[config.mk]
export PLATFORM = sky130hd
export DESIGN_NAME = bounded_friction_fb_residual_flat
export DESIGN_NICKNAME = d
export VERILOG_FILES = /design/src/rtl/core/bffb_pkg.sv /design/src/rtl/core/bffb_in_if.sv /design/src/rtl/core/bffb_out_if.sv /design/src/rtl/core/bffb_isqrt.sv /design/src/rtl/core/bounded_friction_fb_residual.sv /design/src/flat_wrapper.sv
export SDC_FILE = /design/constraint.sdc
export NUM_CORES = 2
export LEC_CHECK = 0
export BUFFER_PORTS_ARGS = -buffer_cell sky130_fd_sc_hd__clkbuf_2
export CAP_MARGIN = 20
export CORE_ASPECT_RATIO = 0.75
export CORE_MARGIN = 2
export CORE_UTILIZATION = 50
export DETAILED_ROUTE_END_ITERATION = 10
export PLACE_DENSITY = 0.73
export SYNTH_ARGS = -nofsm -noshare
export SYNTH_HDL_FRONTEND = slang
export SYNTH_HIERARCHICAL = 1
export SYNTH_SLANG_ARGS = --single-unit
[constraint.sdc]
create_clock -name clk_i -period 8.25 [get_ports clk_i]
set_input_delay 0 -clock clk_i [delete_from_list [all_inputs] [get_ports clk_i]]
set_output_delay 0 -clock clk_i [all_outputs]
set_load 0.01 [all_outputs]
[src/rtl/core/bffb_pkg.sv]
// Shared types and constants for the bounded-friction residual block.
`timescale 1ns / 1ps
package bffb_pkg;

  // Sequencer states of the residual engine
  typedef enum logic [2:0] {
    ST_IDLE,
    ST_PREP,
    ST_MUL,
    ST_ROOT,
    ST_DIFF,
    ST_UPDATE
  } bffb_state_e;

  // Weight of a half-word partial product inside a full square
  typedef enum logic [1:0] {
    SH_LL,
    SH_HL,
    SH_HH
  } bffb_shift_e;

  // Six partial products (three per square), then a drain step
  localparam logic [2:0] MulDrain = 3'd6;

endpackage

[src/rtl/core/bffb_in_if.sv]
// Input channel of the residual block: one vector element per transfer.
`timescale 1ns / 1ps
interface bffb_in_if #(
  parameter int unsigned DataWidth = 32
) ();
  logic                        valid;
  logic                        ready;
  logic signed [DataWidth-1:0] friction_impulse;
  logic signed [DataWidth-1:0] relative_velocity;
  logic        [DataWidth-2:0] bound_limit;
  logic                        last_element;

  modport source (
    output valid, friction_impulse, relative_velocity, bound_limit, last_element,
    input  ready
  );
  modport sink (
    input  valid, friction_impulse, relative_velocity, bound_limit, last_element,
    output ready
  );
endinterface

[src/rtl/core/bffb_out_if.sv]
// Output channel of the residual block: one norm per vector.
`timescale 1ns / 1ps
interface bffb_out_if #(
  parameter int unsigned DataWidth = 32
) ();
  logic                 valid;
  logic                 ready;
  logic [DataWidth-1:0] residual_norm;

  modport source (
    output valid, residual_norm,
    input  ready
  );
  modport sink (
    input  valid, residual_norm,
    output ready
  );
endinterface

[src/rtl/core/bffb_isqrt.sv]
// Iterative digit-by-digit integer square root, one result bit per cycle.
`timescale 1ns / 1ps
module bffb_isqrt #(
  parameter int unsigned DATA_WIDTH = 32
) (
  input  logic                      clk_i,
  input  logic                      rst_ni,
  input  logic                      start_i,
  input  logic [2*DATA_WIDTH-1:0]   radicand_i,
  output logic                      done_o,
  output logic [DATA_WIDTH-1:0]     root_o
);
  localparam int unsigned W    = DATA_WIDTH;
  localparam int unsigned RemW = W + 2;
  localparam int unsigned CmpW = W + 4;
  localparam int unsigned CntW = $clog2(W + 1);

  logic [2*W-1:0]  rad_q, rad_d;
  logic [RemW-1:0] rem_q, rem_d;
  logic [W-1:0]    root_q, root_d;
  logic [CntW-1:0] cnt_q, cnt_d;
  logic            busy_q, busy_d;
  logic            done_q, done_d;

  logic [CmpW-1:0] rem_sh;
  logic [CmpW-1:0] trial;
  logic [CmpW-1:0] rem_sub;

  // Bring down the next bit pair and try the trial subtraction
  always_comb begin
    rem_sh  = {rem_q, rad_q[2*W-1 -: 2]};
    trial   = CmpW'({root_q, 2'b01});
    rem_sub = rem_sh - trial;
  end

  // Advance one digit per cycle while busy
  always_comb begin
    rad_d  = rad_q;
    rem_d  = rem_q;
    root_d = root_q;
    cnt_d  = cnt_q;
    busy_d = busy_q;
    done_d = 1'b0;
    if (start_i) begin
      rad_d  = radicand_i;
      rem_d  = '0;
      root_d = '0;
      cnt_d  = CntW'(W);
      busy_d = 1'b1;
    end else if (busy_q) begin
      rad_d = {rad_q[2*W-3:0], 2'b00};
      if (rem_sh >= trial) begin
        rem_d  = rem_sub[RemW-1:0];
        root_d = {root_q[W-2:0], 1'b1};
      end else begin
        rem_d  = rem_sh[RemW-1:0];
        root_d = {root_q[W-2:0], 1'b0};
      end
      cnt_d = cnt_q - 1'b1;
      if (cnt_q == CntW'(1)) begin
        busy_d = 1'b0;
        done_d = 1'b1;
      end
    end
  end

  // Hold control state under reset
  always_ff @(posedge clk_i or negedge rst_ni) begin
    if (!rst_ni) begin
      cnt_q  <= '0;
      busy_q <= 1'b0;
      done_q <= 1'b0;
    end else begin
      cnt_q  <= cnt_d;
      busy_q <= busy_d;
      done_q <= done_d;
    end
  end

  // Working registers of the root
  always_ff @(posedge clk_i) begin
    rad_q  <= rad_d;
    rem_q  <= rem_d;
    root_q <= root_d;
  end

  assign done_o = done_q;
  assign root_o = root_q;

endmodule

[src/rtl/core/bounded_friction_fb_residual.sv]
// Top level: Fischer-Burmeister residual infinity norm over bounded friction.
// Elements are taken one at a time: the next is accepted only once the last has passed
// through every sequencer state; the root unit settles one bit per cycle and the shared
// half-width multiplier forms the partial products of both squares for each element.
// The next element is taken while a finished norm still waits on the output.
// Reset clears the sequencer, the output valid and the running maximum.
`timescale 1ns / 1ps
module bounded_friction_fb_residual #(
  parameter int unsigned DATA_WIDTH = 32
) (
  input  logic      clk_i,
  input  logic      rst_ni,
  bffb_in_if.sink   in_i,
  bffb_out_if.source out_o
);
  import bffb_pkg::*;

  localparam int unsigned W     = DATA_WIDTH;
  localparam int unsigned HalfW = (W + 1) / 2;
  localparam int unsigned ProdW = 2 * HalfW;
  localparam int unsigned AccW  = 2 * W;
  localparam int unsigned DiffW = W + 2;

  bffb_state_e state_q, state_d;

  logic signed [W-1:0] l_q, l_d;
  logic signed [W-1:0] y_q, y_d;
  logic                last_q;
  logic [W-1:0]        lmag_q, ymag_q;
  logic [2:0]          mul_cnt_q, mul_cnt_d;
  logic [ProdW-1:0]    prod_q;
  bffb_shift_e         sh_q, sh_d;
  logic [AccW-1:0]     acc_q, acc_d;
  logic signed [DiffW-1:0] diff_q;
  logic [W-1:0]        max_q, max_d;
  logic                out_valid_q, out_valid_d;
  logic [W-1:0]        out_norm_q;

  // Sequencer controls
  logic in_fire;
  logic prep_en;
  logic mul_issue;
  logic acc_en;
  logic sqrt_start;
  logic sqrt_done;
  logic diff_en;
  logic upd_fire;

  logic [W-1:0] root;

  // Project the velocity and form the violation
  logic signed [W:0] bx, cx, babs, yx;
  always_comb begin
    bx   = {in_i.friction_impulse[W-1], in_i.friction_impulse};
    cx   = $signed({2'b00, in_i.bound_limit});
    babs = bx[W] ? -bx : bx;
    yx   = cx - babs;
    y_d  = yx[W-1:0];
    if (cx == '0) begin
      l_d = '0;
    end else if (bx <= -cx) begin
      l_d = in_i.relative_velocity[W-1] ? in_i.relative_velocity : '0;
    end else if (bx >= cx) begin
      l_d = in_i.relative_velocity[W-1] ? '0 : in_i.relative_velocity;
    end else begin
      l_d = in_i.relative_velocity;
    end
  end

  // Next state
  always_comb begin
    state_d = state_q;
    unique case (state_q)
      ST_IDLE:   if (in_i.valid) state_d = ST_PREP;
      ST_PREP:   state_d = ST_MUL;
      ST_MUL:    if (mul_cnt_q == MulDrain) state_d = ST_ROOT;
      ST_ROOT:   if (sqrt_done) state_d = ST_DIFF;
      ST_DIFF:   state_d = ST_UPDATE;
      ST_UPDATE: if (upd_fire) state_d = ST_IDLE;
      default:   state_d = ST_IDLE;
    endcase
  end

  // Sequencer outputs
  always_comb begin
    in_i.ready = 1'b0;
    prep_en    = 1'b0;
    mul_issue  = 1'b0;
    acc_en     = 1'b0;
    sqrt_start = 1'b0;
    diff_en    = 1'b0;
    upd_fire   = 1'b0;
    unique case (state_q)
      ST_IDLE:   in_i.ready = 1'b1;
      ST_PREP:   prep_en = 1'b1;
      ST_MUL: begin
        mul_issue  = (mul_cnt_q != MulDrain);
        acc_en     = (mul_cnt_q != 3'd0);
        sqrt_start = (mul_cnt_q == MulDrain);
      end
      ST_ROOT:   ;
      ST_DIFF:   diff_en = 1'b1;
      ST_UPDATE: upd_fire = !last_q || !out_valid_q || out_o.ready;
      default:   ;
    endcase
  end

  assign in_fire = in_i.valid && in_i.ready;

  // Pick half-words of the magnitude being squared
  logic [W-1:0]     mag_sel;
  logic [HalfW-1:0] mag_hi, mag_lo, op_a, op_b;
  always_comb begin
    mag_sel = (mul_cnt_q < 3'd3) ? lmag_q : ymag_q;
    mag_hi  = HalfW'(mag_sel[W-1:HalfW]);
    mag_lo  = mag_sel[HalfW-1:0];
    op_a    = mag_lo;
    op_b    = mag_lo;
    sh_d    = SH_LL;
    case (mul_cnt_q) inside
      3'd0, 3'd3: begin
        op_a = mag_hi;
        op_b = mag_hi;
        sh_d = SH_HH;
      end
      3'd1, 3'd4: begin
        op_a = mag_hi;
        op_b = mag_lo;
        sh_d = SH_HL;
      end
      default: begin
        op_a = mag_lo;
        op_b = mag_lo;
        sh_d = SH_LL;
      end
    endcase
  end

  // Accumulate the weighted partial product
  logic [AccW-1:0] pp_x, pp_sh;
  always_comb begin
    pp_x = AccW'(prod_q);
    case (sh_q)
      SH_HH:   pp_sh = pp_x << ProdW;
      SH_HL:   pp_sh = pp_x << (HalfW + 1);
      default: pp_sh = pp_x;
    endcase
    acc_d = acc_q;
    if (prep_en) begin
      acc_d = '0;
    end else if (acc_en) begin
      acc_d = acc_q + pp_sh;
    end
  end

  assign mul_cnt_d = prep_en ? 3'd0 : (state_q == ST_MUL ? mul_cnt_q + 3'd1 : mul_cnt_q);

  bffb_isqrt #(
    .DATA_WIDTH (W)
  ) u_isqrt (
    .clk_i      (clk_i),
    .rst_ni     (rst_ni),
    .start_i    (sqrt_start),
    .radicand_i (acc_d),
    .done_o     (sqrt_done),
    .root_o     (root)
  );

  // Saturate the residual magnitude and fold it into the maximum
  logic [DiffW-1:0] diff_abs;
  logic [W-1:0]     fb;
  logic [W-1:0]     max_new;
  always_comb begin
    diff_abs = diff_q[DiffW-1] ? DiffW'(-diff_q) : DiffW'(diff_q);
    fb       = (diff_abs[DiffW-1:W] != '0) ? '1 : diff_abs[W-1:0];
    max_new  = (fb > max_q) ? fb : max_q;
    max_d    = max_q;
    if (upd_fire) begin
      max_d = last_q ? '0 : max_new;
    end
  end

  // Set on a finished vector, drop on an output transfer
  always_comb begin
    out_valid_d = out_valid_q;
    if (upd_fire && last_q) begin
      out_valid_d = 1'b1;
    end else if (out_o.ready) begin
      out_valid_d = 1'b0;
    end
  end

  // Control registers
  always_ff @(posedge clk_i or negedge rst_ni) begin
    if (!rst_ni) begin
      state_q     <= ST_IDLE;
      mul_cnt_q   <= '0;
      max_q       <= '0;
      out_valid_q <= 1'b0;
    end else begin
      state_q     <= state_d;
      mul_cnt_q   <= mul_cnt_d;
      max_q       <= max_d;
      out_valid_q <= out_valid_d;
    end
  end

  // Datapath registers
  always_ff @(posedge clk_i) begin
    if (in_fire) begin
      l_q    <= l_d;
      y_q    <= y_d;
      last_q <= in_i.last_element;
    end
    if (prep_en) begin
      lmag_q <= l_q[W-1] ? W'(-l_q) : W'(l_q);
      ymag_q <= y_q[W-1] ? W'(-y_q) : W'(y_q);
    end
    if (mul_issue) begin
      prod_q <= ProdW'(op_a) * ProdW'(op_b);
      sh_q   <= sh_d;
    end
    acc_q <= acc_d;
    if (diff_en) begin
      diff_q <= $signed(DiffW'(root)) - DiffW'(l_q) - DiffW'(y_q);
    end
    if (upd_fire && last_q) begin
      out_norm_q <= max_new;
    end
  end

  assign out_o.valid         = out_valid_q;
  assign out_o.residual_norm = out_norm_q;

endmodule

[src/flat_wrapper.sv]
// flat-port wrapper written by rule: the top's interface ports become plain ports
module bounded_friction_fb_residual_flat import bffb_pkg::*;
#(
  parameter int unsigned DATA_WIDTH = 32
)
  (clk_i, rst_ni, in_i_valid, in_i_friction_impulse, in_i_relative_velocity, in_i_bound_limit, in_i_last_element, in_i_ready, out_o_valid, out_o_residual_norm, out_o_ready);
  bffb_in_if #(.DataWidth((32))) in_i_i ();
  bffb_out_if #(.DataWidth((32))) out_o_i ();
  input  logic clk_i;
  input  logic rst_ni;
  input wire logic [$bits(in_i_i.valid)-1:0] in_i_valid;
  input wire logic [$bits(in_i_i.friction_impulse)-1:0] in_i_friction_impulse;
  input wire logic [$bits(in_i_i.relative_velocity)-1:0] in_i_relative_velocity;
  input wire logic [$bits(in_i_i.bound_limit)-1:0] in_i_bound_limit;
  input wire logic [$bits(in_i_i.last_element)-1:0] in_i_last_element;
  output wire logic [$bits(in_i_i.ready)-1:0] in_i_ready;
  output wire logic [$bits(out_o_i.valid)-1:0] out_o_valid;
  output wire logic [$bits(out_o_i.residual_norm)-1:0] out_o_residual_norm;
  input wire logic [$bits(out_o_i.ready)-1:0] out_o_ready;
  assign in_i_i.valid = in_i_valid;
  assign in_i_i.friction_impulse = in_i_friction_impulse;
  assign in_i_i.relative_velocity = in_i_relative_velocity;
  assign in_i_i.bound_limit = in_i_bound_limit;
  assign in_i_i.last_element = in_i_last_element;
  assign in_i_ready = in_i_i.ready;
  assign out_o_valid = out_o_i.valid;
  assign out_o_residual_norm = out_o_i.residual_norm;
  assign out_o_i.ready = out_o_ready;
  bounded_friction_fb_residual #(.DATA_WIDTH(DATA_WIDTH)) u_core (.clk_i(clk_i), .rst_ni(rst_ni), .in_i(in_i_i), .out_o(out_o_i));
endmodule
==> flow_metrics.tcl <==
set metrics [dict create \
    routed_wl_um 115000 \
    yosysSeqAreaShare_pct 30.3 \
    port_buffers 133 \
    nets 5384 \
    first_pass_iters 6 \
    drive_gt1_share_pct 10.7 \
    synth_xor_area_share_pct 6.49 \
    max_freq_mhz 127 \
    post-route-period-util_pct 95.5 \
    hold_class "input pin to register" \
    synthFlopType "edfxtp_1" \
    place_inst 5661 \
    syn_inst 4483 \
    synth-compound-area-share_pct 14.9 \
    fin_ws_ns 0.368 \
    globalRoute.totalOverflow 0 \
    nFillCells 7243 \
    maxCapViolCount 0 \
    max_stage_delay_ns 0.54 \
    relSlewSlack_pct 25.2 \
    ys_ff_latch 470 \
    synth.cell_area_um2 41600 \
    cp.required_ns 8.63 \
    area_delta_synth_final_pct 11.8 \
    post_layout_nonfiller_instances 5836 \
    cp_max_fo 20 \
    wl_per_cell_um 19.8 \
    start_kind "register" \
    cts_root_buffer "clkbuf_16" \
    antenna_found_initial 5 \
    num_rows 91 \
    yosys.area_share.simple_pct 15.3 \
    async_reset_ff_share_pct 10.0 \
    grt_pass1_vias 32200 \
    final_cell_mix "nand2_1, inv_1, ha_1" \
    wirelength_met1_um 56500 \
    hold_violations 0 \
    crit_type "register to register" \
    cts_sinks 470 \
    yosysWarnings 6 \
    synth_top_family_by_area "adder cells" \
    dp_hpwl_um 89900 \
    grt.total_usage_pct 27.1 \
    grt_pass1_wl_um 182000 \
    highest_layer "met5" \
    drv_slew 0 \
    syn_avg_cell_area_um2 9.27 \
    fin_skew_ns 0.0438 \
    cts_buffers 51 \
    cp.arrival_ns 8.27 \
    die_h_um 254 \
    fin_area_um2 46500 \
    crit_path_frequent_cell "fa_1" \
    cpLargestDelayFamily "adder cells" \
    worst_pin_slew_ns 1.12 \
    finalSetupViolations 0 \
    drt-initial-drc-count 3799 \
    via_count 33800 \
    htreeDepth 2 \
    synth.area.mux_share_pct 4.70 \
    initial_utilization_pct 50.5 \
    vias_per_cell 5.79 \
    routed-wl-met2_um 45700 \
    cts_buffer_depth 3 \
    ys_types 95 \
    critical_path_buf_inv_count 8 \
    place_ws_ns -0.159 \
    status "complete, no violations" \
    synth_adder_area_share_pct 22.4 \
    fin_crit_ns 7.88 \
    path_clk_slew_ns 0.07 \
    gp_congestion 0.980 \
    syn_nets 5190 \
    post-route-util_pct 56.4 \
    cts_tree "yes" \
    synth-edff-count 293 \
    io_pins 134 \
    die_x_um 337 \
    grt_start_max_net_pins 82 \
    worstSetupEndpointType "register" \
    dr_wl_met3_um 11900 \
    drtAntennaViolNets 0 \
    drc 0 \
    place_area_um2 43800 \
    dieArea_um2 85500 \
    clock_latency_ns 0.66 \
    core_area_um2 82300 \
    layout_commonest_cell "nand2_1" \
    critPathSlowestCell "fa_1" \
]
==> sequential cells by signal (all words and copies together) (netlist names), 6 cells and up <==
signal                      cells
u_core/acc_q                   64
u_core/diff_q                  34
u_core/l_q                     32
u_core/lmag_q                  32
u_core/max_q                   32
u_core/out_o.residual_norm     32
u_core/prod_q                  32
u_core/u_isqrt/cnt_q            6
u_core/u_isqrt/rad_q           64
u_core/u_isqrt/rem_q           34
u_core/u_isqrt/root_o          32
u_core/y_q                     32
u_core/ymag_q                  32
==> worst min-delay path: cells and delay by family <==
family,cells,cell delay [ns]
buffers and inverters,1,0.17
adders and majority gates,1,0.17
xor gates and xnor gates,2,0.20
==> stage by stage <==
stage,TNS (ns),hold slack [ns]
after floorplan,0,-0.296
after global placement,0,0.148
after detailed placement,-0.328,0.150
after CTS,0,0.00529
after global routing,-0.0144,0.0539
final,0,0.0568
==> final cells by class <==
type	count	area, µm²	share of cell area, %
Clock buffer	71	1460	3.15
Timing Repair Buffer	312	2230	4.81
Clock inverter	24	264	0.568
Sequential cell	470	12600	27.1
Tap cell	1116	1400	3.01
Antenna cell	1	2.50	0.00539
Multi-Input combinational cell	3362	26700	57.5
Inverter	480	1820	3.91
==> synth_stat cells, drive strengths merged (24+ instances only) <==
master | count | area share, %
inv | 479 | 4.3
nor2 | 308 | 2.8
o21ai | 188 | 2.3
ha | 378 | 11
nor4 | 27 | 0.46
or3 | 30 | 0.46
and2 | 102 | 1.5
xor2 | 109 | 2.3
dfxtp | 130 | 6.3
nand3 | 103 | 1.2
fa | 229 | 11
a21oi | 235 | 2.8
a22o | 64 | 1.3
a211oi | 51 | 0.93
nand2 | 486 | 4.4
dfrtp | 47 | 2.8
nand4 | 64 | 0.98
nand2b | 35 | 0.54
o21a | 53 | 0.96
edfxtp | 293 | 21
nor2b | 37 | 0.56
mux2i | 69 | 1.7
clkbuf | 153 | 1.4
xnor2 | 199 | 4.2
o21bai | 27 | 0.49
nor3 | 57 | 0.69
a21o | 124 | 2.2
a31oi | 24 | 0.38
o31ai | 46 | 0.83
mux2 | 96 | 2.6
==> timing repair <==
action | 4_1_cts | 5_1_grt
gates cloned | 0 | 2
pin swaps | 0 | 5
gates resized for setup | 5 | 35
endpoints found under the setup margin | 3 | 5
buffers inserted | 0 | 6
hold endpoints to repair | 108 | 0
hold buffers | 71 | 0
==> cell families after synthesis <==
family | Yosys count
adder cells (fa/ha/maj) | 607
buffers and inverters | 652
flip-flops | 470
multiplexers | 173
AND/OR/NAND/NOR | 1338
XOR/XNOR | 308
AO/OA/AOI/OAI | 935
==> worst paths after layout <==
path	slack [ns]	endpoint	cells after the start	start
setup / recovery	0.37	u_core/prod_q[31]	30	u_core/mul_cnt_q[1]
hold / removal	0.06	u_core/y_q[2]	4	in_i_friction_impulse[2]
setup reg to reg	0.37	u_core/prod_q[31]	30	u_core/mul_cnt_q[1]
hold reg to reg	0.47	u_core/acc_q[63]	1	u_core/acc_q[63]
max in group asynchronous	7.23	u_core/u_isqrt/busy_q	4	rst_ni
min in group asynchronous	0.53	u_core/max_q[10]	4	rst_ni
==> layer usage <==
metal	up-vias	global-route usage, %
li1	16000	-
met1	16400	43.2
met2	1314	37.7
met3	101	5.78
met4	2	4.39
met5	-	0
Power is not shown: default switching activity piles up to over one toggle a cycle in this logic, so the estimate is an artifact.
